==> src/sv/bta_pkg.sv <==
// Shared types and constants for the binary to ASCII decimal converter.
// Used by bta_ctrl, bta_dpath and binary_to_ascii_decimal.
package bta_pkg;

	localparam int IN_W          = 64;  // width of the input number field
	localparam int CHAR_W        = 6;   // width of the digit character field
	localparam int DIGIT_BITS    = 4;   // one BCD digit
	localparam int BITS_PER_STEP = 4;   // binary bits folded into the BCD word per cycle

	localparam logic [CHAR_W-1:0] ASCII_ZERO = 6'd48;

	typedef enum logic [1:0] {
		ST_IDLE,
		ST_CONV,
		ST_SIZE,
		ST_EMIT
	} state_t;

	typedef struct packed {
		logic load;   // capture a new number
		logic shift;  // one double-dabble step
		logic size;   // latch index of leading digit
		logic emit;   // move one digit to the output register
	} dp_cmd_t;

	typedef struct packed {
		logic out_free;  // output register empty or being taken
		logic last_idx;  // current digit is the least significant one
	} dp_sts_t;

endpackage

==> src/sv/bta_ctrl.sv <==
// Controller state machine for the binary to ASCII decimal converter.
// Depends on bta_pkg; drives bta_dpath through dp_cmd_t.
module bta_ctrl #(
	parameter int NSTEP = 16
) (
	input  logic             clk,
	input  logic             arst_n,
	input  logic             s_valid,
	input  bta_pkg::dp_sts_t sts,
	output bta_pkg::dp_cmd_t cmd,
	output logic             in_ready
);
	import bta_pkg::*;

	localparam int CNTW = $clog2(NSTEP + 1);

	state_t            state_q, state_nxt;
	logic [CNTW-1:0]   step_q;
	logic              last_step;

	assign last_step = (step_q == CNTW'(NSTEP - 1));

	always_ff @(posedge clk or negedge arst_n) begin
		if (!arst_n) begin
			state_q <= ST_IDLE;
			step_q  <= '0;
		end else begin
			state_q <= state_nxt;
			if (cmd.load) begin
				step_q <= '0;
			end else if (cmd.shift) begin
				step_q <= step_q + CNTW'(1);
			end
		end
	end

	always_comb begin
		state_nxt = state_q;
		case (state_q)
			ST_IDLE: begin
				if (s_valid) state_nxt = ST_CONV;
			end
			ST_CONV: begin
				if (last_step) state_nxt = ST_SIZE;
			end
			ST_SIZE: begin
				state_nxt = ST_EMIT;
			end
			ST_EMIT: begin
				if (sts.out_free && sts.last_idx) state_nxt = ST_IDLE;
			end
			default: begin
				state_nxt = ST_IDLE;
			end
		endcase
	end

	always_comb begin
		cmd      = '0;
		in_ready = 1'b0;
		case (state_q)
			ST_IDLE: begin
				in_ready = 1'b1;
				cmd.load = s_valid;
			end
			ST_CONV: begin
				cmd.shift = 1'b1;
			end
			ST_SIZE: begin
				cmd.size = 1'b1;
			end
			ST_EMIT: begin
				cmd.emit = sts.out_free;
			end
			default: begin
				cmd = '0;
			end
		endcase
	end

endmodule

==> src/sv/bta_dpath.sv <==
// Datapath: shift-and-add-3 BCD conversion, leading digit search and
// registered character output. Depends on bta_pkg; commanded by bta_ctrl.
module bta_dpath #(
	parameter int VALUE_WIDTH = 64,
	parameter int MAX_DIGITS  = 20
) (
	input  logic                      clk,
	input  logic                      arst_n,
	input  bta_pkg::dp_cmd_t          cmd,
	output bta_pkg::dp_sts_t          sts,
	input  logic [bta_pkg::IN_W-1:0]  value,
	output logic                      out_valid,
	input  logic                      out_ready,
	output logic [bta_pkg::CHAR_W-1:0] digit_char,
	output logic                      last_digit
);
	import bta_pkg::*;

	localparam int NSTEP = (VALUE_WIDTH + BITS_PER_STEP - 1) / BITS_PER_STEP;
	localparam int PADW  = NSTEP * BITS_PER_STEP;
	localparam int BCD_W = MAX_DIGITS * DIGIT_BITS;
	localparam int IDXW  = $clog2(MAX_DIGITS);

	logic [PADW-1:0]       bin_q;
	logic [BCD_W-1:0]      bcd_q;
	logic                  ovf_q;   // digits lost off the top: keep leading zeros
	logic [IDXW-1:0]       idx_q;
	logic                  valid_q;
	logic [CHAR_W-1:0]     char_q;
	logic                  last_q;
	logic [BCD_W:0]        step_res;
	logic [IDXW-1:0]       lead_idx;
	logic [DIGIT_BITS-1:0] cur_digit;

	// Fold BITS_PER_STEP binary bits into the BCD word, MSB first.
	// Top bit of the result flags a carry out of the top digit.
	function automatic logic [BCD_W:0] dabble(input logic [BCD_W-1:0] bcd,
	                                          input logic [BITS_PER_STEP-1:0] bits);
		logic [BCD_W-1:0]      b;
		logic                  c;
		logic [DIGIT_BITS-1:0] dg;
		b = bcd;
		c = 1'b0;
		for (int j = BITS_PER_STEP - 1; j >= 0; j--) begin
			for (int i = 0; i < MAX_DIGITS; i++) begin
				dg = b[DIGIT_BITS*i +: DIGIT_BITS];
				if (dg >= 4'd5) b[DIGIT_BITS*i +: DIGIT_BITS] = dg + 4'd3;
			end
			c = c | b[BCD_W-1];
			b = {b[BCD_W-2:0], bits[j]};
		end
		return {c, b};
	endfunction

	assign step_res = dabble(bcd_q, bin_q[PADW-1 -: BITS_PER_STEP]);

	always_comb begin
		lead_idx = '0;
		for (int i = 0; i < MAX_DIGITS; i++) begin
			if (bcd_q[DIGIT_BITS*i +: DIGIT_BITS] != '0) lead_idx = IDXW'(i);
		end
		if (ovf_q) lead_idx = IDXW'(MAX_DIGITS - 1);
	end

	assign cur_digit = bcd_q[DIGIT_BITS*idx_q +: DIGIT_BITS];

	always_ff @(posedge clk) begin
		if (cmd.load) begin
			bin_q <= PADW'(value[VALUE_WIDTH-1:0]);
			bcd_q <= '0;
			ovf_q <= 1'b0;
		end else if (cmd.shift) begin
			bin_q <= bin_q << BITS_PER_STEP;
			bcd_q <= step_res[BCD_W-1:0];
			ovf_q <= ovf_q | step_res[BCD_W];
		end
		if (cmd.size) begin
			idx_q <= lead_idx;
		end else if (cmd.emit) begin
			idx_q <= idx_q - IDXW'(1);
		end
		if (cmd.emit) begin
			char_q <= ASCII_ZERO + CHAR_W'(cur_digit);
			last_q <= (idx_q == '0);
		end
	end

	always_ff @(posedge clk or negedge arst_n) begin
		if (!arst_n) begin
			valid_q <= 1'b0;
		end else if (cmd.emit) begin
			valid_q <= 1'b1;
		end else if (out_ready) begin
			valid_q <= 1'b0;
		end
	end

	assign sts.out_free = !valid_q || out_ready;
	assign sts.last_idx = (idx_q == '0);

	assign out_valid  = valid_q;
	assign digit_char = char_q;
	assign last_digit = last_q;

endmodule

==> src/sv/binary_to_ascii_decimal.sv <==
// Top level of the binary to ASCII decimal converter.
// Depends on bta_pkg, bta_ctrl and bta_dpath.
//
// channel  dir  tdata                          tlast
// s_axis   in   [63:0] value                   -
// m_axis   out  [5:0] digit_char, [7:6] zero   last_digit
//
// A number is converted by shift-and-add-3 (four bits per cycle), then the
// leading digit is located, then digits go out one per cycle while m_tready
// keeps the output register free.
// s_tready is high only while idle; the digit output register lets a new
// number be taken while the final digit still waits on m_tready.
// Reset clears the state machine, the step counter and the output valid flag only.
module binary_to_ascii_decimal #(
	parameter int VALUE_WIDTH = 64,
	parameter int MAX_DIGITS  = 20
) (
	input  logic       clk,
	input  logic       arst_n,
	input  logic       s_tvalid,
	output logic       s_tready,
	input  logic [63:0] s_tdata,   // [63:0] value
	output logic       m_tvalid,
	input  logic       m_tready,
	output logic [7:0] m_tdata,    // [5:0] digit_char, [7:6] zero
	output logic       m_tlast     // last_digit
);
	import bta_pkg::*;

	localparam int NSTEP = (VALUE_WIDTH + BITS_PER_STEP - 1) / BITS_PER_STEP;

	dp_cmd_t           cmd;
	dp_sts_t           sts;
	logic [CHAR_W-1:0] digit_char;

	bta_ctrl #(
		.NSTEP(NSTEP)
	) u_ctrl (
		.clk     (clk),
		.arst_n  (arst_n),
		.s_valid (s_tvalid),
		.sts     (sts),
		.cmd     (cmd),
		.in_ready(s_tready)
	);

	bta_dpath #(
		.VALUE_WIDTH(VALUE_WIDTH),
		.MAX_DIGITS (MAX_DIGITS)
	) u_dpath (
		.clk       (clk),
		.arst_n    (arst_n),
		.cmd       (cmd),
		.sts       (sts),
		.value     (s_tdata),
		.out_valid (m_tvalid),
		.out_ready (m_tready),
		.digit_char(digit_char),
		.last_digit(m_tlast)
	);

	assign m_tdata = {2'b00, digit_char};

	// Accepting a number always leaves the idle state.
	a_busy_after_accept: assert property (@(posedge clk) disable iff (!arst_n)
		s_tvalid && s_tready |=> !s_tready)
		else $error("input still ready after an item was accepted");

	// Only decimal digit characters are ever presented.
	a_digit_range: assert property (@(posedge clk) disable iff (!arst_n)
		m_tvalid |-> (m_tdata[5:0] >= 6'd48) && (m_tdata[5:0] <= 6'd57))
		else $error("output character outside the decimal digits");

	// While idle, a pending output can only be the closing digit of a run.
	a_idle_pending_last: assert property (@(posedge clk) disable iff (!arst_n)
		s_tready |-> !m_tvalid || m_tlast)
		else $error("idle with a non-final digit still pending");

endmodule

==> config.mk <==
export PLATFORM = sky130hd
export DESIGN_NAME = binary_to_ascii_decimal
export DESIGN_NICKNAME = d
export VERILOG_FILES = /design/src/sv/bta_pkg.sv /design/src/sv/bta_ctrl.sv /design/src/sv/bta_dpath.sv /design/src/sv/binary_to_ascii_decimal.sv
export SDC_FILE = /design/constraint.sdc
export NUM_CORES = 1
export LEC_CHECK = 0
export BUFFER_PORTS_ARGS = -buffer_cell sky130_fd_sc_hd__buf_4
export CORE_MARGIN = 1.5
export CORE_UTILIZATION = 50
export CTS_BUF_LIST = sky130_fd_sc_hd__clkbuf_4 sky130_fd_sc_hd__clkbuf_8
export DETAILED_ROUTE_END_ITERATION = 8
export HOLD_SLACK_MARGIN = 0.03
export PLACE_DENSITY = 0.69
export SLEW_MARGIN = 30
export SYNTH_ARGS = -nofsm -noshare
export SYNTH_HDL_FRONTEND = slang
export SYNTH_SLANG_ARGS = --single-unit
==> constraint.sdc <==
create_clock -name clk -period 7.4 [get_ports clk]
set_clock_uncertainty 0.1 [all_clocks]
set_input_delay 0.74 -clock clk [delete_from_list [all_inputs] [get_ports clk]]
set_output_delay 0.74 -clock clk [all_outputs]
set_load 0.005 [all_outputs]
==> results.md, run 1 <==
* Status: finished, final reports clean
* Seq. cell area at 4044 um^2
* Hpwl dp at 29060 um
* Clk pin slew, worst setup/hold paths at 100 ps
* Ant diodes at 0
* Fin nets at 2227
* First-pass GRT wire length at 62800 um
* Post-Syn Area per Cell at 8.607 um^2
* CP Max Fanout at 6
* Initial Utilization at 51.14%
* Area Growth Syn to Fin at 8.067%
* Pre-antenna DRT Iters at 5
* Full die area at 34640 um^2
* Fillers at 3041
* Post-synth EDFFs at 74
* Largest stage delay, worst path at 430 ps
* Routed Antenna Nets at 0
* Post-Syn Instances at 1948
* Total global-route track usage at 22.46%
* Number of port buffers at 74
* Htree depth at 4
* CTS resizes at 0
* Synth top area share at 13.25%
* Drt total wl at 38910 um
* Wire per inst at 15.88 um
* Final Cell Area at 18120 um^2
* Hold Slack at 399.2 ps
* WHS Path Cells at 3
* Hold_sp: s_tdata[60]
* CP Capture Type: flop
* Layout cells sized above 1 at 16.03%
* Die Wd at 186.1 um
* Proportion of synthesized chip area in sequential cells at 24.12%
* Async SR Flop Fraction at 4.908%
* Core area at 32780 um^2
* Area of the multi-input gates at 11790 um^2
* Initial antenna violation count at 0
* Crit Path Class: reg2reg
* Ys Warns at 0
* Most common cell after layout, fill and taps aside: nand2_1
* Clk Latency, worst-skew pair at 500 ps
* Unrepaired setup endpoints after global routing: no
* Setup bufs post-CTS at 0
* Drt via density at 5.633
* Cell Area, Placed at 17720 um^2
* DR iter-0 viols at 731
* Worst Hold Class: in2reg
* GRT overflow at 0
* Critical path launch point type: flop
* I/O pin count at 79
* Fin crit share at 66.13%
* Deepest clock path buffer count at 2
* Via count of the first global-routing pass at 13010
* Post-synth cell types at 111
* Worst path slowest cell: dfxtp_1
* Final worst path period need at 4894 ps
* Die Ht at 186.1 um
* CTS tree: done
* Clock buffer count from CTS at 17
* Endpoints failing hold at 0
* Synthesized area at 16770 um^2
* Largest net degree at the start of global routing at 76
* Final setup fails at 0
* Req. time, crit path at 7680 ps
* Most frequent cells in the layout: nand2_1 (269), inv_1 (171), ha_1 (162)
* Synth top area cells: edfxtp_1 (13%), ha_1 (12%), dfxtp_1 (9.7%)
* Setup tns final at 0 ps
* Area leader, netlist: edfxtp_1
* Max_cap viols at 0
* Via count at 13810
* Max Fclk at 204.3 MHz
* Crit path launch: u_dpath.bcd_q[60]$_SDFFE_PP0P_
* Clock root buffer: clkbuf_8
* Least-Margin Pin Slew at 771.6 ps
* Placer Congestion at 0.8912
* Reg2reg path depth at 21
* CP Cell Sequence: inv_1 -> ha_1 -> nand2b_1 -> a21oi_2 -> xnor2_1 -> ha_1 -> nand2b_1 -> a211oi_1 -> o21ai_2 -> xnor2_1 -> inv_1 -> ha_1 -> nor2b_1 -> o21ai_2 -> xor2_1 -> inv_1 -> ha_1 -> nor2b_1 -> nor3_1 -> o21ai_0 -> a221oi_1
* Row count at 66
* Worst Path Arrival at 5170 ps
* Max Transition Viols Final at 0
* Most used cell, CP: ha_1
* Yosys reg bits at 163
* Critical R2R Launch: u_dpath.bcd_q[60]$_SDFFE_PP0P_
* Main flop type after synthesis: dfxtp_1
* Headroom to the max-slew limit at 48.56%
* DRC viols at 0
* R2R Setup Slk at 2510 ps
* CTS Sinks at 163
[logic make-up after synthesis]
| family | share of synthesized area [%] |
|---|---|
| adders and majority gates | 12.16 |
| buffers and inverters | 5.716 |
| xor gates and xnor gates | 4.328 |
| DFF | 24.12 |
| AOI/OAI and AO/OA | 20.26 |
| muxes | 14.72 |
| and+or+nand+nor | 18.64 |
| other | 0.04479 |
[per-layer routing]
layer	wire (um)	track usage, %	share of wire [%]
met3	1554	3.561	4.0
met5	0	0	0
met4	762	6.613	2.0
met1	17830	28.80	46
met2	18760	38.81	48
[worst paths after layout]
kind | endpoint
max | u_dpath.bcd_q[64]$_SDFFE_PP0P_
min | u_dpath.bin_q[60]$_DFFE_PP_
max reg2reg | u_dpath.bcd_q[64]$_SDFFE_PP0P_
min reg2reg | u_dpath.bin_q[60]$_DFFE_PP_
max in group asynchronous | u_ctrl.state_q[1]$_DFFE_PN0P_
min in group asynchronous | u_ctrl.step_q[1]$_DFFE_PN0P_
[stage by stage]
step                util, %  cells  setup WS [ps]
floorplan                 -   1950           3171
global placement      54.05   2418           2760
detailed placement    54.05   2418           2592
CTS                   55.27   2451           2554
global route          55.27   2451           2010
finish                55.27   2451           2506
[worst max-delay path: cells and delay by family (launching register included)]
family / cells / cell delay [ps]
buffers and inverters: 3 / 360
DFF: 1 / 430
adders and majority gates: 4 / 1060
AOI/OAI and AO/OA: 6 / 1220
and+or+nand+nor: 5 / 680
xor gates and xnor gates: 3 / 930
[cells in the mapped netlist (21+ instances only)]
cell and n:
a21oi_1 92, o21ai_1 29, nor2b_1 51, mux2_4 21, mux4_2 21, ha_1 163
xnor2_1 64, dfxtp_1 81, mux2i_1 98, nand2b_1 77, nor3b_1 27, o21a_1 28
nand2_1 270, clkbuf_1 39, edfxtp_1 74, inv_1 172, o21ai_0 90, nand3_1 24
nor2_1 90, mux2_2 37
[cell type report]
cell class / instances / area share [%]
Clock buffer: 20 / 1.416
Clock inverter: 12 / 0.7320
Inverter: 190 / 3.936
Multi-Input combinational cell: 1541 / 65.09
Sequential cell: 163 / 22.32
Tap cell: 442 / 3.052
Timing Repair Buffer: 83 / 3.453
[what timing repair did]
action / 4_1_cts / 5_1_grt
setup endpoints to repair: 0 / 0
hold buffers: 1 / 0
hold endpoints to repair: 8 / 0
[flip-flops by register name, indices dropped and copies added (netlist names)]
signal and cells:
u_ctrl.step_q 5, u_dpath.digit_char 4, u_dpath.bcd_q 80, u_dpath.bin_q 64
u_ctrl.state_q 2, u_dpath.idx_q 5, u_dpath.ovf_q 1, u_dpath.out_valid 1
u_dpath.last_digit 1
Power of run 1 is left out: the tool's default activity adds up to more than one toggle a clock period on the data nets, which glitch-free logic cannot reach.
==> run 2: changes to the inputs <==
--- a/config.mk
+++ b/config.mk
@@ -5,6 +5,7 @@
 export SDC_FILE = /design/constraint.sdc
 export NUM_CORES = 1
 export LEC_CHECK = 0
+export ABC_AREA = 1
 export BUFFER_PORTS_ARGS = -buffer_cell sky130_fd_sc_hd__buf_4
 export CORE_MARGIN = 1.5
 export CORE_UTILIZATION = 50
==> constraint.sdc (replaced) <==
create_clock -name clk -period 4.9 [get_ports clk]
set_clock_uncertainty 0.1 [all_clocks]
set_input_delay 0.49 -clock clk [delete_from_list [all_inputs] [get_ports clk]]
set_output_delay 0.49 -clock clk [all_outputs]
set_load 0.005 [all_outputs]
==> run 2 against run 1 <==
Hold slack got worse by 240 ps. Sequential share of layout area increased by 0.47 points. Flip-flop and latch count unchanged. Clock-buffer cell count decreased by 2. Fmax increased by 12%. Global-route usage decreased by 0.38 points. Synthesized cell count increased by 25%. Critical path depth increased by 4. Critical path type unchanged. Critical endpoint is now u_dpath.bcd_q[6]$_SDFFE_PP0P_.
==> results.md, run 2 <==
* Biggest registers after layout: u_dpath.bcd_q (80), u_dpath.bin_q (64)
* Req. time, crit path at 5150 ps
* Synth top area share at 16.19%
* Main flop type after synthesis: dfxtp_1
* Hpwl dp at 28130 um
* Fin crit share at 89.39%
* Worst Hold Class: in2reg
* Drt via density at 5.095
* Synthesized area at 16320 um^2
* Max reg flops at 80
* Final worst path period need at 4380 ps
* Headroom to the max-slew limit at 39.97%
* Area Growth Syn to Fin at 8.740%
* Critical R2R Launch: u_dpath.bcd_q[4]$_SDFFE_PP0P_
* Core area at 31880 um^2
* Biggest register: u_dpath.bcd_q
* Number of port buffers at 74
* Initial Utilization at 51.19%
* Ant diodes at 0
* Least-Margin Pin Slew at 899.5 ps
* Largest net degree at the start of global routing at 96
* Async SR Flop Fraction at 4.908%
* Synth top cells by count: nand2_1 (704), inv_1 (354), ha_1 (163), nand3_1 (154), nor2_1 (141)
* Yosys reg bits at 163
* Via count at 14980
* Total global-route track usage at 22.09%
* Htree depth at 4
* CTS tree: done
* Deepest clock path buffer count at 2
* Layout cells sized above 1 at 15.36%
* Hold Slack at 156.6 ps
* Clock root buffer: clkbuf_8
* I/O pin count at 79
* Worst path slowest cell: dfxtp_1
* GRT overflow at 0
* DRC viols at 0
* Status: finished, final reports clean
* Critical path launch point type: flop
* Max_cap viols at 0
* R2R Path End: u_dpath.bcd_q[6]$_SDFFE_PP0P_
* Setup bufs post-CTS at 0
* First-pass GRT wire length at 61910 um
* WHS Path Cells at 3
* Post-synthesis adder-cell area fraction at 12.50%
* Post-Syn Instances at 2436
* Via count of the first global-routing pass at 13690
* Most common cell after layout, fill and taps aside: nand2_1
* Pre-antenna DRT Iters at 5
* Wire per inst at 12.52 um
* DR iter-0 viols at 831
* Worst setup margin at 519.7 ps
* CTS Sinks at 163
* Clock buffer count from CTS at 17
* Die Ht at 183.7 um
* Proportion of synthesized chip area in sequential cells at 24.78%
* Initial antenna violation count at 0
* Synth Area in Compound Gates at 15.90%
* Row count at 65
* Full die area at 33730 um^2
* Area leader, netlist: nand2_1
* Die Wd at 183.7 um
* R2R Setup Slk at 520 ps
* Hold_sp: s_tdata[8]
* Placed cells at 2908
* Hold Path Sink: u_dpath.bin_q[8]$_DFFE_PP_
* Multiplexer area fraction after synthesis at 0%
* Clk Latency, worst-skew pair at 480 ps
* Post-Syn Area per Cell at 6.700 um^2
* Pre-CTS setup slack at 633.2 ps
* Most frequent cells in the layout: nand2_1 (703), inv_1 (352), ha_1 (163)
* Ys Warns at 0
* Endpoints failing hold at 0
* Synth Area in XOR/XNOR at 3.711%
* Routed Antenna Nets at 0
* CP Capture Type: flop
* Post-synth EDFFs at 74
* Fin nets at 2724
* Unrepaired setup endpoints after global routing: no
* Crit Path Class: reg2reg
* Synth top area cells: nand2_1 (16%), edfxtp_1 (14%), ha_1 (12%)
* Max Transition Viols Final at 0
* Most common cell in the netlist: nand2_1
* Largest family of logic cells by synthesized area: simple AND/OR/NAND/NOR gates
* Drt total wl at 36810 um
* Reg2reg path depth at 25
* CP Max Fanout at 6
* Setup tns final at 0 ps
* Post-synth cell types at 51
* Final setup fails at 0
* Finished Layout Cells at 2941
* Most used cell, CP: inv_1
* Worst Path Arrival at 4630 ps
* Max Fclk at 228.3 MHz
* Largest stage delay, worst path at 460 ps
* Simple-gate share of the synthesized area at 32.64%
* Placer Congestion at 0.8336
* Fillers at 3047
* Clk pin slew, worst setup/hold paths at 120 ps
-- run 2: worst max-delay path by stage --
stage | from | to
3_5_place_dp | u_dpath.bcd_q[0]$_SDFFE_PP0P_ | u_dpath.bcd_q[6]$_SDFFE_PP0P_
4_1_cts | u_dpath.bcd_q[4]$_SDFFE_PP0P_ | u_dpath.bcd_q[6]$_SDFFE_PP0P_
2_1_floorplan | u_dpath.bcd_q[0]$_SDFFE_PP0P_ | u_dpath.bcd_q[1]$_SDFFE_PP0P_
3_3_place_gp | u_dpath.bcd_q[0]$_SDFFE_PP0P_ | u_dpath.bcd_q[1]$_SDFFE_PP0P_
6_report | u_dpath.bcd_q[4]$_SDFFE_PP0P_ | u_dpath.bcd_q[6]$_SDFFE_PP0P_
5_1_grt | u_dpath.bcd_q[0]$_SDFFE_PP0P_ | u_dpath.bcd_q[6]$_SDFFE_PP0P_
-- run 2: area by class of cell --
type                       count  area, um^2  share of cell area (%)
tap                          435       544.3                   3.067
sequential                   163        4044                   22.79
timing repair buffer          84       633.1                   3.567
multi-input combinational   1827       10610                   59.78
clock inverter                14       162.7                  0.9165
clock buffer                  18       247.7                   1.396
inverter                     400        1506                   8.488
-- run 2: cell families (layout without fill, tap and decap cells) --
logic type | after synthesis | count (layout)
AOI/OAI and AO/OA | 424 | 424
xor gates and xnor gates | 49 | 49
adders and majority gates | 163 | 163
buffers and inverters | 448 | 516
DFF | 163 | 163
other | 2 | 4
and+or+nand+nor | 1187 | 1187
-- run 2: stage by stage --
| stage | utilization (%) | instance area [um^2] |
|---|---|---|
| after CTS | 55.62 | 17730 |
| after global placement | 54.29 | 17310 |
| after detailed placement | 54.30 | 17310 |
| after global routing | 55.67 | 17750 |
| final | 55.67 | 17750 |
| after floorplan | - | 16330 |
-- run 2: repair_timing --
action / 4_1_cts / 5_1_grt
hold endpoints to repair: 8 / 0
setup endpoints to repair: 0 / 5
hold buffers: 1 / 0
resized for setup: 0 / 2
-- run 2: worst max-delay path, delay by kind of cell, from the launching register on --
kind | cells | cell delay, ps
AND/OR/NAND/NOR | 8 | 930
adder cells (fa/ha/maj) | 4 | 860
XOR/XNOR | 3 | 800
AO/OA/AOI/OAI | 4 | 560
buffers and inverters | 6 | 520
flip-flops | 1 | 460
-- run 2: per-layer routing --
metal  track usage [%]  routed length [um]  up-vias
li1                  -                   -     7889
met5                 0                   0        -
met1             28.62               17640     6805
met3             2.872                1264       36
met4             4.918                 489        0
met2             39.00               17420      253
Power of run 2 is left out for the same reason.
==> run 3: changes to the inputs <==
--- a/config.mk
+++ b/config.mk
@@ -7,7 +7,7 @@
 export LEC_CHECK = 0
 export ABC_AREA = 1
 export BUFFER_PORTS_ARGS = -buffer_cell sky130_fd_sc_hd__buf_4
-export CORE_MARGIN = 1.5
+export CORE_MARGIN = 2
 export CORE_UTILIZATION = 50
 export CTS_BUF_LIST = sky130_fd_sc_hd__clkbuf_4 sky130_fd_sc_hd__clkbuf_8
 export DETAILED_ROUTE_END_ITERATION = 8
==> constraint.sdc (replaced) <==
create_clock -name clk -period 4.9 [get_ports clk]
set_clock_uncertainty 0.1 [all_clocks]
set_input_delay 0 -clock clk [delete_from_list [all_inputs] [get_ports clk]]
set_output_delay 0 -clock clk [all_outputs]
set_load 0.005 [all_outputs]
==> run 3 against run 2 <==
Routed wire length is 2.4% higher. Utilization is 1.2 points higher. Die area increased by 1.1%. Critical path type unchanged. Via count grew 2.0%. Register-to-register slack better by 80 ps. Worst setup slack better by 84 ps. Design area increased by 3.7%. Critical endpoint unchanged.
==> results.md, run 3 (synthesis results as in run 2) <==
* CTS tree: done
* Most frequent cells in the layout: nand2_1 (703), inv_1 (352), ha_1 (163)
* Die Wd at 184.7 um
* Clk Latency, worst-skew pair at 470 ps
* Via count at 15280
* First-pass GRT wire length at 64190 um
* Endpoints failing hold at 0
* Row count at 66
* Full die area at 34100 um^2
* Die Ht at 184.7 um
* Routed Antenna Nets at 0
* Deepest clock path buffer count at 2
* Clock buffer count from CTS at 17
* Biggest register: u_dpath.bcd_q
* Critical R2R Launch: u_dpath.bcd_q[4]$_SDFFE_PP0P_
* Clk pin slew, worst setup/hold paths at 100 ps
* Max_cap viols at 0
* I/O pin count at 79
* Ant diodes at 0
* Max reg flops at 80
* Pre-antenna DRT Iters at 5
* Unrepaired setup endpoints after global routing: no
* Setup bufs post-CTS at 0
* CP Max Fanout at 6
* Status: finished, final reports clean
* Htree depth at 4
* Final setup fails at 0
* Layout cells sized above 1 at 14.89%
* Hold_sp: s_tvalid
* Max Transition Viols Final at 0
* Max Fclk at 232.8 MHz
* GRT overflow at 0
* Biggest registers after layout: u_dpath.bcd_q (80), u_dpath.bin_q (64)
* Initial antenna violation count at 0
* Drt total wl at 37690 um
* Number of port buffers at 74
* Fin nets at 2790
* Critical path launch point type: flop
* Crit path launch: u_dpath.bcd_q[4]$_SDFFE_PP0P_
* Initial Utilization at 50.42%
* Least-Margin Pin Slew at 855.1 ps
* Setup tns final at 0 ps
* Largest net degree at the start of global routing at 68
* DRC viols at 0
* Worst Path Arrival at 4530 ps
* Drt via density at 5.071
* Total global-route track usage at 22.71%
* Hpwl dp at 28300 um
* Fin crit share at 87.67%
* Worst Hold Class: in2reg
* Most common cell after layout, fill and taps aside: nand2_1
* Placer Congestion at 0.8487
* DR iter-0 viols at 811
* Wire per inst at 12.50 um
* Area Growth Syn to Fin at 12.81%
* Clock root buffer: clkbuf_8
* Via count of the first global-routing pass at 14300
* CTS Sinks at 163
* Req. time, crit path at 5130 ps
* Crit Path Class: reg2reg
* R2R Setup Slk at 600 ps
* Core area at 32370 um^2
* Headroom to the max-slew limit at 42.93%
* CP Capture Type: flop
* Final worst path period need at 4296 ps
run 3: cell types whose count changed in the layout (fill, tap and decap cells not counted), moves of 2 or more:
cell / delta
bufinv_16: +2
clkinvlp_4: +2
clkinv_4: -3
inv_6: +2
dlygate4sd3_1: +66
xor2_2: -2
clkinv_8: -4
xor2_1: +2
run 3: final timing paths:
path                                            endpoint  cells past startpoint
max                        u_dpath.bcd_q[6]$_SDFFE_PP0P_                     25
min                        u_ctrl.state_q[1]$_DFFE_PN0P_                      4
max reg2reg                u_dpath.bcd_q[6]$_SDFFE_PP0P_                     25
min reg2reg                   u_dpath.ovf_q$_SDFFE_PP0P_                      2
max in group asynchronous   u_ctrl.step_q[3]$_DFFE_PN0P_                      3
min in group asynchronous  u_dpath.out_valid$_DFFE_PN0P_                      3
run 3: area by class of cell:
class / count / area, um^2
clock buffer: 19 / 261.5
clock inverter: 13 / 161.4
fill: 3003 / 13960
inverter: 400 / 1504
multi-input combinational: 1827 / 10590
sequential: 163 / 4044
tap: 442 / 553.0
timing repair buffer: 150 / 1294
run 3: stage by stage:
step | utilization, % | area [um^2] | hold slack, ps | std cells | setup slack [ps]
finish | 56.88 | 18410 | 59.04 | 3014 | 604.1
floorplan | - | 16330 | -395.6 | 2438 | 1001
CTS | 56.88 | 18410 | 36.55 | 3014 | 588.1
global placement | 53.50 | 17320 | -264.2 | 2915 | 788.4
global route | 56.88 | 18410 | 71.06 | 3014 | 81.39
detailed placement | 53.50 | 17320 | -263.4 | 2915 | 621.8
run 3: metal layers:
metal / wire, um / GRT usage (%) / part of all wire, % / vias to the layer above
met1: 17950 / 29.84 / 48 / 6898
met5: 0 / 0 / 0 / -
met3: 1497 / 2.845 / 4.0 / 38
met4: 520 / 5.333 / 1.4 / 0
met2: 17720 / 39.64 / 47 / 303
li1: - / - / - / 8044
run 3: worst max-delay path, cell delays in order, from the launching register on:
cell     delay [ps]
dfxtp_1         460
inv_1            90
ha_1            220
inv_1            80
o21ai_2          60
nand2_1         130
xor2_1          230
inv_1           130
ha_1            230
o21ai_2         170
nand2_2          90
xor2_1          300
ha_1            230
inv_1            50
o21ai_1         180
nand2_1         110
xor2_1          310
ha_1            200
inv_1            60
or2_2           260
nand3_1          80
nand2_1         100
inv_1            80
nand2_1          50
nand3_1          70
o21ai_0          90
run 3: repair_timing:
item | in CTS | in global routing
hold buffers | 67 | 0
gates resized for setup | 0 | 0
hold endpoints to repair | 73 | 0
Power of run 3 is left out for the same reason.
